### config.mk
export PLATFORM = sky130hd
export DESIGN_NAME = roulette_wheel_selector_unit
export DESIGN_NICKNAME = d
export VERILOG_FILES = /design/src/design/rws_pkg.sv /design/src/design/roulette_wheel_selector_unit.sv /design/src/design/rws_ctrl.sv /design/src/design/rws_datapath.sv
export SDC_FILE = /design/constraint.sdc
export NUM_CORES = 2
export LEC_CHECK = 0
export ABC_CLOCK_PERIOD_IN_PS = 10530
export BUFFER_PORTS_ARGS = -buffer_cell sky130_fd_sc_hd__buf_4
export CAP_MARGIN = 20
export CORE_MARGIN = 10
export CORE_UTILIZATION = 46
export DETAILED_ROUTE_END_ITERATION = 10
export PLACE_DENSITY = 0.71
export SKIP_LAST_GASP = 1
export SYNTH_ARGS = -nofsm -noshare
export SYNTH_HDL_FRONTEND = slang
export SYNTH_SLANG_ARGS = --single-unit
export TNS_END_PERCENT = 30
### constraint.sdc
create_clock -name clock -period 10.53 [get_ports clock]
set_input_delay 0.5265 -clock clock [delete_from_list [all_inputs] [get_ports clock]]
set_output_delay 0.5265 -clock clock [all_outputs]
set_load 0.005 [all_outputs]
### src/design/rws_pkg.sv
// Shared package of the roulette wheel selector: field widths, request codes,
// controller state encoding and the command/status structs.
// No dependencies.
`default_nettype none

package rws_pkg;

   // Defaults for the top-level parameters
   localparam int MAX_ENTRIES_DEF = 64;
   localparam int WEIGHT_BITS_DEF = 24;

   // Fixed field widths of the stream payloads
   localparam int FRAC_BITS     = 24;
   localparam int ENTRY_BITS    = 6;
   localparam int WVAL_BITS     = 24;
   localparam int POP_BITS      = 7;
   localparam int REQ_DATA_BITS = 56;
   localparam int RSP_DATA_BITS = 8;

   localparam logic [POP_BITS-1:0] POP_RESET = 7'd64;

   // Request kinds carried on req_tuser
   typedef enum logic {
      REQ_WRITE = 1'b0,
      REQ_DRAW  = 1'b1
   } req_kind_type;

   // Controller states, one-hot
   typedef enum logic [7:0] {
      ST_CLEAR     = 8'b0000_0001,
      ST_IDLE      = 8'b0000_0010,
      ST_WR_READ   = 8'b0000_0100,
      ST_WR_UPDATE = 8'b0000_1000,
      ST_MUL_LO    = 8'b0001_0000,
      ST_MUL_HI    = 8'b0010_0000,
      ST_SCAN      = 8'b0100_0000,
      ST_FINISH    = 8'b1000_0000
   } ctrl_state_type;

   typedef struct packed {
      logic clear_en;
      logic capture;
      logic wr_read;
      logic wr_commit;
      logic mul_lo;
      logic mul_hi;
      logic scan_en;
      logic load_rsp;
   } dp_cmd_type;

   typedef struct packed {
      logic clear_done;
      logic total_zero;
      logic frac_zero;
      logic scan_done;
      logic rsp_free;
   } dp_status_type;

endpackage

`default_nettype wire

### src/design/roulette_wheel_selector_unit.sv
// Top level of the roulette wheel selector: stream ports, controller and
// datapath. Depends on rws_pkg, rws_ctrl and rws_datapath.
//
//   channel   direction  handshake                 payload
//   req_      in         req_tvalid / req_tready   tdata, tuser (request kind)
//   rsp_      out        rsp_tvalid / rsp_tready   tdata, tuser (no_weight flag)
//   csr_      in         csr_valid  / csr_ready    csr_data (population_count)
//
// A write transaction steps through accept, read old weight and update total.
// A draw steps through accept, two multiply steps, a scan and result load. The
// scan reads the weight memory through its single read port, feeding the running
// sum one entry a cycle up to the active population; an empty wheel or a zero
// fraction skips the scan.
// After reset a clearing pass zeroes the memory; req_tready stays low meanwhile,
// csr writes are taken at all times.
// A finished result waits in the rsp register; a stalled rsp side holds the next
// draw at its last step and every request behind it, earlier writes keep flowing.
`default_nettype none

module roulette_wheel_selector_unit import rws_pkg::*; #(
   parameter int MAX_ENTRIES = MAX_ENTRIES_DEF,
   parameter int WEIGHT_BITS = WEIGHT_BITS_DEF
) (
   input  wire logic                     clock,
   input  wire logic                     reset,
   // request stream
   input  wire logic                     req_tvalid,
   output logic                          req_tready,
   // [5:0] entry_index, [29:6] weight_value, [53:30] random_fraction, [55:54] zero
   input  wire logic [REQ_DATA_BITS-1:0] req_tdata,
   // [0] req_type
   input  wire logic                     req_tuser,
   // result stream
   output logic                          rsp_tvalid,
   input  wire logic                     rsp_tready,
   // [5:0] selected_index, [7:6] zero
   output logic [RSP_DATA_BITS-1:0]      rsp_tdata,
   // [0] no_weight
   output logic                          rsp_tuser,
   // population_count register write
   input  wire logic                     csr_valid,
   output logic                          csr_ready,
   input  wire logic [POP_BITS-1:0]      csr_data
);

   localparam int W_LO = ENTRY_BITS;
   localparam int F_LO = ENTRY_BITS + WVAL_BITS;

   dp_cmd_type            cmd;
   dp_status_type         status;
   logic [ENTRY_BITS-1:0] rsp_index;

   // configuration is always taken
   assign csr_ready = 1'b1;

   rws_ctrl u_ctrl (
      .clock     (clock),
      .reset     (reset),
      .req_valid (req_tvalid),
      .req_kind  (req_tuser),
      .req_ready (req_tready),
      .status    (status),
      .cmd       (cmd)
   );

   rws_datapath #(
      .MAX_ENTRIES (MAX_ENTRIES),
      .WEIGHT_BITS (WEIGHT_BITS)
   ) u_datapath (
      .clock         (clock),
      .reset         (reset),
      .cmd           (cmd),
      .status        (status),
      .req_entry     (req_tdata[ENTRY_BITS-1:0]),
      .req_weight    (req_tdata[W_LO +: WVAL_BITS]),
      .req_frac      (req_tdata[F_LO +: FRAC_BITS]),
      .csr_we        (csr_valid && csr_ready),
      .csr_pop       (csr_data),
      .rsp_ready     (rsp_tready),
      .rsp_valid     (rsp_tvalid),
      .rsp_index     (rsp_index),
      .rsp_no_weight (rsp_tuser)
   );

   // pad the index to whole bytes
   assign rsp_tdata = RSP_DATA_BITS'(rsp_index);

endmodule

`default_nettype wire

### src/design/rws_ctrl.sv
// Controller of the roulette wheel selector: clearing pass, write sequence,
// draw sequence and result hand-off. Depends on rws_pkg.
`default_nettype none

module rws_ctrl import rws_pkg::*; (
   input  wire logic          clock,
   input  wire logic          reset,
   input  wire logic          req_valid,
   input  wire logic          req_kind,
   output logic               req_ready,
   input  wire dp_status_type status,
   output dp_cmd_type         cmd
);

   ctrl_state_type state_ff, state_in;

   always_ff @(posedge clock) begin
      if (reset) begin
         state_ff <= ST_CLEAR;
      end else begin
         state_ff <= state_in;
      end
   end

   always_comb begin
      state_in  = state_ff;
      cmd       = '0;
      req_ready = 1'b0;
      unique case (state_ff)
         ST_CLEAR: begin
            cmd.clear_en = 1'b1;
            if (status.clear_done) begin
               state_in = ST_IDLE;
            end
         end
         ST_IDLE: begin
            req_ready = 1'b1;
            if (req_valid) begin
               cmd.capture = 1'b1;
               state_in    = (req_kind == REQ_DRAW) ? ST_MUL_LO : ST_WR_READ;
            end
         end
         ST_WR_READ: begin
            cmd.wr_read = 1'b1;
            state_in    = ST_WR_UPDATE;
         end
         ST_WR_UPDATE: begin
            cmd.wr_commit = 1'b1;
            state_in      = ST_IDLE;
         end
         ST_MUL_LO: begin
            cmd.mul_lo = 1'b1;
            state_in   = ST_MUL_HI;
         end
         ST_MUL_HI: begin
            cmd.mul_hi = 1'b1;
            // empty wheel or zero fraction: answer index 0 without a scan
            state_in = (status.total_zero || status.frac_zero) ? ST_FINISH : ST_SCAN;
         end
         ST_SCAN: begin
            cmd.scan_en = 1'b1;
            if (status.scan_done) begin
               state_in = ST_FINISH;
            end
         end
         ST_FINISH: begin
            if (status.rsp_free) begin
               cmd.load_rsp = 1'b1;
               state_in     = ST_IDLE;
            end
         end
         default: begin
            state_in = ST_CLEAR;
         end
      endcase
   end

endmodule

`default_nettype wire

### src/design/rws_datapath.sv
// Datapath of the roulette wheel selector: weight memory, running total,
// target multiplier, scan accumulator and result register. Depends on rws_pkg.
`default_nettype none

module rws_datapath import rws_pkg::*; #(
   parameter int MAX_ENTRIES = MAX_ENTRIES_DEF,
   parameter int WEIGHT_BITS = WEIGHT_BITS_DEF
) (
   input  wire logic                     clock,
   input  wire logic                     reset,
   input  wire dp_cmd_type               cmd,
   output dp_status_type                 status,
   input  wire logic [ENTRY_BITS-1:0]    req_entry,
   input  wire logic [WVAL_BITS-1:0]     req_weight,
   input  wire logic [FRAC_BITS-1:0]     req_frac,
   input  wire logic                     csr_we,
   input  wire logic [POP_BITS-1:0]      csr_pop,
   input  wire logic                     rsp_ready,
   output logic                          rsp_valid,
   output logic [ENTRY_BITS-1:0]         rsp_index,
   output logic                          rsp_no_weight
);

   localparam int IDX_BITS   = $clog2(MAX_ENTRIES);
   localparam int TOTAL_BITS = WEIGHT_BITS + IDX_BITS;
   localparam int HI_BITS    = (TOTAL_BITS > FRAC_BITS) ? TOTAL_BITS - FRAC_BITS : 1;
   localparam int PAD_BITS   = HI_BITS + FRAC_BITS;
   localparam int PROD_BITS  = 2 * FRAC_BITS;
   localparam int CNT_BITS   = 11;
   localparam logic [CNT_BITS-1:0] MAX_CNT  = CNT_BITS'(MAX_ENTRIES);
   localparam logic [IDX_BITS-1:0] LAST_IDX = IDX_BITS'(MAX_ENTRIES - 1);

   logic [WEIGHT_BITS-1:0] mem [MAX_ENTRIES];
   logic [WEIGHT_BITS-1:0] rdata_ff;

   logic [ENTRY_BITS-1:0]  entry_ff;
   logic [WVAL_BITS-1:0]   weight_ff;
   logic [FRAC_BITS-1:0]   frac_ff;
   logic [POP_BITS-1:0]    pop_ff;
   logic [TOTAL_BITS-1:0]  total_ff;
   logic [IDX_BITS-1:0]    clr_addr_ff;
   logic [PROD_BITS-1:0]   prod_ff;
   logic [TOTAL_BITS-1:0]  target_ff;
   logic [TOTAL_BITS-1:0]  sum_ff;
   logic [IDX_BITS-1:0]    scan_addr_ff;
   logic [IDX_BITS-1:0]    chk_idx_ff;
   logic                   rd_valid_ff;
   logic [IDX_BITS-1:0]    pick_ff;
   logic                   rsp_valid_ff, rsp_valid_in;
   logic [ENTRY_BITS-1:0]  rsp_index_ff;
   logic                   rsp_nw_ff;

   logic [IDX_BITS-1:0]    entry_addr;
   logic                   entry_ok;
   logic [WEIGHT_BITS-1:0] wval;
   logic [IDX_BITS-1:0]    rd_addr;
   logic [PAD_BITS-1:0]    total_pad;
   logic [FRAC_BITS-1:0]   mul_a;
   logic [PROD_BITS-1:0]   prod;
   logic [PROD_BITS:0]     tgt_sum;
   logic [TOTAL_BITS-1:0]  new_sum;
   logic [CNT_BITS-1:0]    pop_ext;
   logic [CNT_BITS-1:0]    active;
   logic [IDX_BITS-1:0]    last_idx;
   logic                   hit;
   logic                   at_last;

   assign entry_addr = IDX_BITS'(entry_ff);
   assign entry_ok   = CNT_BITS'(entry_ff) < MAX_CNT;
   assign wval       = WEIGHT_BITS'(weight_ff);

   // active population, clamped to 1 .. MAX_ENTRIES
   assign pop_ext = CNT_BITS'(pop_ff);
   always_comb begin
      priority if (pop_ext == '0) begin
         active = CNT_BITS'(1);
      end else if (pop_ext > MAX_CNT) begin
         active = MAX_CNT;
      end else begin
         active = pop_ext;
      end
   end
   assign last_idx = IDX_BITS'(active - CNT_BITS'(1));

   // target = hi*frac + ((lo*frac) >> FRAC_BITS), one shared multiplier
   assign total_pad = PAD_BITS'(total_ff);
   assign mul_a     = cmd.mul_hi ? FRAC_BITS'(total_pad[PAD_BITS-1:FRAC_BITS])
                                 : total_pad[FRAC_BITS-1:0];
   assign prod      = mul_a * frac_ff;
   assign tgt_sum   = {1'b0, prod} + {1'b0, prod_ff >> FRAC_BITS};

   assign new_sum = sum_ff + TOTAL_BITS'(rdata_ff);
   assign hit     = new_sum > target_ff;
   assign at_last = chk_idx_ff == last_idx;

   assign rd_addr = cmd.scan_en ? scan_addr_ff : entry_addr;

   // weight memory: one write port, one registered read port
   always_ff @(posedge clock) begin
      if (cmd.clear_en) begin
         mem[clr_addr_ff] <= '0;
      end else if (cmd.wr_commit && entry_ok) begin
         mem[entry_addr] <= wval;
      end
      if (cmd.wr_read || cmd.scan_en) begin
         rdata_ff <= mem[rd_addr];
      end
   end

   // control state
   always_ff @(posedge clock) begin
      if (reset) begin
         pop_ff       <= POP_RESET;
         total_ff     <= '0;
         clr_addr_ff  <= '0;
         rd_valid_ff  <= 1'b0;
         rsp_valid_ff <= 1'b0;
      end else begin
         rsp_valid_ff <= rsp_valid_in;
         if (csr_we) begin
            pop_ff <= csr_pop;
         end
         if (cmd.clear_en) begin
            clr_addr_ff <= clr_addr_ff + IDX_BITS'(1);
         end
         if (cmd.wr_commit && entry_ok) begin
            total_ff <= total_ff - TOTAL_BITS'(rdata_ff) + TOTAL_BITS'(wval);
         end
         if (cmd.mul_lo) begin
            rd_valid_ff <= 1'b0;
         end else if (cmd.scan_en) begin
            rd_valid_ff <= 1'b1;
         end
      end
   end

   // payload registers
   always_ff @(posedge clock) begin
      if (cmd.capture) begin
         entry_ff  <= req_entry;
         weight_ff <= req_weight;
         frac_ff   <= req_frac;
      end
      if (cmd.mul_lo) begin
         prod_ff      <= prod;
         sum_ff       <= '0;
         scan_addr_ff <= '0;
         pick_ff      <= '0;
      end
      if (cmd.mul_hi) begin
         target_ff <= tgt_sum[TOTAL_BITS-1:0];
      end
      if (cmd.scan_en) begin
         scan_addr_ff <= scan_addr_ff + IDX_BITS'(1);
         chk_idx_ff   <= scan_addr_ff;
         if (rd_valid_ff) begin
            sum_ff <= new_sum;
            if (hit || at_last) begin
               pick_ff <= chk_idx_ff;
            end
         end
      end
      if (cmd.load_rsp) begin
         rsp_index_ff <= (total_ff == '0) ? '0 : ENTRY_BITS'(pick_ff);
         rsp_nw_ff    <= total_ff == '0;
      end
   end

   assign rsp_valid_in = cmd.load_rsp || (rsp_valid_ff && !rsp_ready);

   assign status.clear_done = clr_addr_ff == LAST_IDX;
   assign status.total_zero = total_ff == '0;
   assign status.frac_zero  = frac_ff == '0;
   assign status.scan_done  = cmd.scan_en && rd_valid_ff && (hit || at_last);
   assign status.rsp_free   = !rsp_valid_ff || rsp_ready;

   assign rsp_valid     = rsp_valid_ff;
   assign rsp_index     = rsp_index_ff;
   assign rsp_no_weight = rsp_nw_ff;

endmodule

`default_nettype wire
==> flow_summary.toml <==
[setup_path]
cp.depth = 38
startpoint_type = "flop"
crit_path_top_delay_cell = "fa_1"
slowest_delay_ps = 560
criticalPathCategory = "flop to flop"
r2r-end = "u_datapath.target_ff[26]$_DFFE_PP_"
cp_max_fo = 23
rr_startpoint = "u_ctrl.state_ff[6]$_SDFFE_PP0P_"
setup.worst_path.end = "u_datapath.target_ff[26]$_DFFE_PP_"
cp_common_cell = "fa_1"
r2r_cells = 38
path_buf_inv = 8
worstPathArrival_ps = 10110
required_ps = 11070
path_delay_family = "adder cells"
setup.worst_path.end_class = "flop"
ff2ff_setup_slack_ps = 960
crit_start = "u_ctrl.state_ff[6]$_SDFFE_PP0P_"

[pwr]
leakage_uw = 0.0401
total_power_uw = 14200
peakVddDrop_v = 0.000153
p_per_area_nw_per_um2 = 137

[detailed_routing]
drc = 0
wirelength_um = 261000
via_count = 63162
drtAntennaViolNets = 0
first_pass_iters = 6
routed_via_density = 5.84
avgRoutedWirePerCell_um = 24.2
first_iter_violations = 7984

[run_status]
status = "finished, final reports clean"

[clock_tree]
cts.sinks = 1776
ctsResizeCount = 0
cts_tree = "yes"
htreeDepth = 4
cts_buffers = 175
cts.clk_slew.worst_paths_ps = 60
worstSkewPairLatency_ps = 850
cts-root-buf = "clkbuf_16"
clock_path_buffers = 3

[layout]
syn_to_final_growth_pct = 11.2
fillers = 16840
n_antenna_cell = 0
drive_above_1_share = 0.0907
nets = 8873
layout_commonest_cell = "edfxtp_1"
stdcell_count = 10822
layout_common_cells = "edfxtp_1, nand2_1, nand3_1, inv_1, fa_1"

[logic_synthesis]
syn-cell-area_um2 = 93200
ys_ff_latch = 1776
synth_cell_types = 85
synthesis.instances = 7931
synth_edf_count = 1687
seq_area_frac_synth = 0.562
synthArstFlopShare = 0
synthFlopType = "edfxtp_1"
syn_avg_cell_area_um2 = 11.8
yosysWarnings = 0

[run]
drv_cap = 0

[grt]
met1_usage = 0.290
grt_max_degree = 177
grt_pass1_wl_um = 390000
grt.busiest_layer = "met2"
grt_use_total = 0.230
grt_pass1_vias = 62938
gr-total-overflow = 0
gr-usage-met3 = 0.0411
use_met2 = 0.378
antenna_found_initial = 5

[die]
die_y_um = 470
pin_count = 81
fp.dieArea_um2 = 221000
row_count = 165
die_w_um = 470
placeableCoreArea_um2 = 202000
start_util = 0.462

[sta]
holdWs_ps = 62.5
finalCriticalPeriod_ps = 9570
rsz0062_at_grt = "false"
fmax_mhz = 105
slew_headroom = 0.202
finalSetupViolations = 0
worst_slew_pin_slew_ps = 1200
finalSetupTns_ps = 0
hold_violations = 0
drv_slew = 0
skew_ps = 74.0
period_share = 0.908

[place]
dp.cells = 10431
numPortBuffers = 75
dp_hpwl_um = 164000
gp_congestion = 0.905

[worst_hold_path]
min_path_type = "input port to flop"
## synthesized netlist by cell type (all sizes together), types with 24 or more instances
master / count / area share
nor4: 40 / 0.0028
a31oi: 114 / 0.0076
buf: 151 / 0.0093
edfxtp: 1687 / 0.54
a21o: 84 / 0.0068
o22ai: 30 / 0.0020
fa: 508 / 0.11
o21ai: 89 / 0.0048
nor2b: 24 / 0.0016
a21oi: 288 / 0.016
nor2: 209 / 0.0084
clkbuf: 279 / 0.011
dfxtp: 89 / 0.019
xnor2: 91 / 0.0085
inv: 787 / 0.032
mux4: 96 / 0.023
and2: 92 / 0.0062
ha: 290 / 0.039
nand2: 1660 / 0.067
and3: 196 / 0.013
xor2: 42 / 0.0039
nand3: 834 / 0.045
## worst min path at each step
stage / end / slack [ps] / from / depth (start not counted)
finish: u_datapath.pop_ff[3]$_SDFFE_PP0P_ / 60 / csr_valid / 3
global route: u_datapath.pop_ff[3]$_SDFFE_PP0P_ / 50 / csr_valid / 3
CTS: u_datapath.pop_ff[3]$_SDFFE_PP0P_ / 10 / csr_valid / 3
detailed placement: u_datapath.sum_ff[12]$_DFF_P_ / 450 / u_datapath.sum_ff[12]$_DFF_P_ / 2
global placement: u_datapath.total_ff[28]$_SDFFE_PP0P_ / 440 / u_datapath.total_ff[28]$_SDFFE_PP0P_ / 2
floorplan: u_datapath.chk_idx_ff[3]$_DFFE_PP_ / 420 / u_datapath.scan_addr_ff[3]$_SDFFCE_PN0P_ / 0
## sequential cells by signal, summed over array words and instances, names as in the netlist, 8 cells and up
signal,cells
u_ctrl.state_ff,8
u_datapath.frac_ff,24
u_datapath.mem,1536
u_datapath.prod_ff,24
u_datapath.rdata_ff,24
u_datapath.sum_ff,30
u_datapath.target_ff,30
u_datapath.total_ff,30
u_datapath.weight_ff,24
## cell families after synthesis
| family | after synthesis | share of synthesized area |
|---|---|---|
| simple gates | 3168 | 0.152 |
| xor+xnor | 133 | 0.0125 |
| flops | 1776 | 0.562 |
| other cells | 2 | 0.0000806 |
| compound gates | 722 | 0.0472 |
| fa+ha+maj | 798 | 0.148 |
| mux | 115 | 0.0256 |
| buf+inv | 1217 | 0.0522 |
## final cells by class
class                      count  area (um2)  share of cell area
clock inverter               111        1090              0.0105
timing repair buffer         327        2780              0.0268
multi-input combinational   4939       36500               0.352
inverter                     787        2950              0.0285
clock buffer                 210        4560              0.0440
tap                         2672        3340              0.0323
sequential                  1776       52400               0.506
## layer usage
layer | part of all wire | up-vias
met2 | 0.48 | 3558
met3 | 0.098 | 673
met1 | 0.36 | 31405
li1 | - | 27520
met5 | 0.00015 | -
met4 | 0.061 | 6
## repair_timing
item | CTS | global route
setup buffers | 0 | 3
endpoints found under the setup margin | 0 | 1
hold endpoints to repair | 64 | 0
hold buffers | 64 | 0
## stage by stage
stage          cell area (um2)  setup WS, ps   util
2_1_floorplan            93200          1280      -
3_5_place_dp             97200           699  0.482
4_1_cts                 104000           631  0.513
6_report                104000           965  0.513
5_1_grt                 104000           507  0.513
3_3_place_gp             97200           909  0.482
## power breakdown
| part | leakage (uW) | internal [uW] | switching (uW) |
|---|---|---|---|
| registers | 0.0148 | 7750 | 33.1 |
| logic | 0.0226 | 84.4 | 190 |
| clock network | 0.00274 | 3380 | 2770 |
| total | 0.0401 | 11200 | 2990 |
## worst reg2reg max path: cells and delay by family, from the launching register on
| kind | cells | cell delay (ps) |
|---|---|---|
| AOI/OAI and AO/OA | 9 | 2180 |
| adders and majority gates | 9 | 3920 |
| buffers and inverters | 8 | 980 |
| and+or+nand+nor | 10 | 1570 |
| DFF | 1 | 340 |
| xor gates and xnor gates | 2 | 300 |
Power figures use the tool's default switching activity.
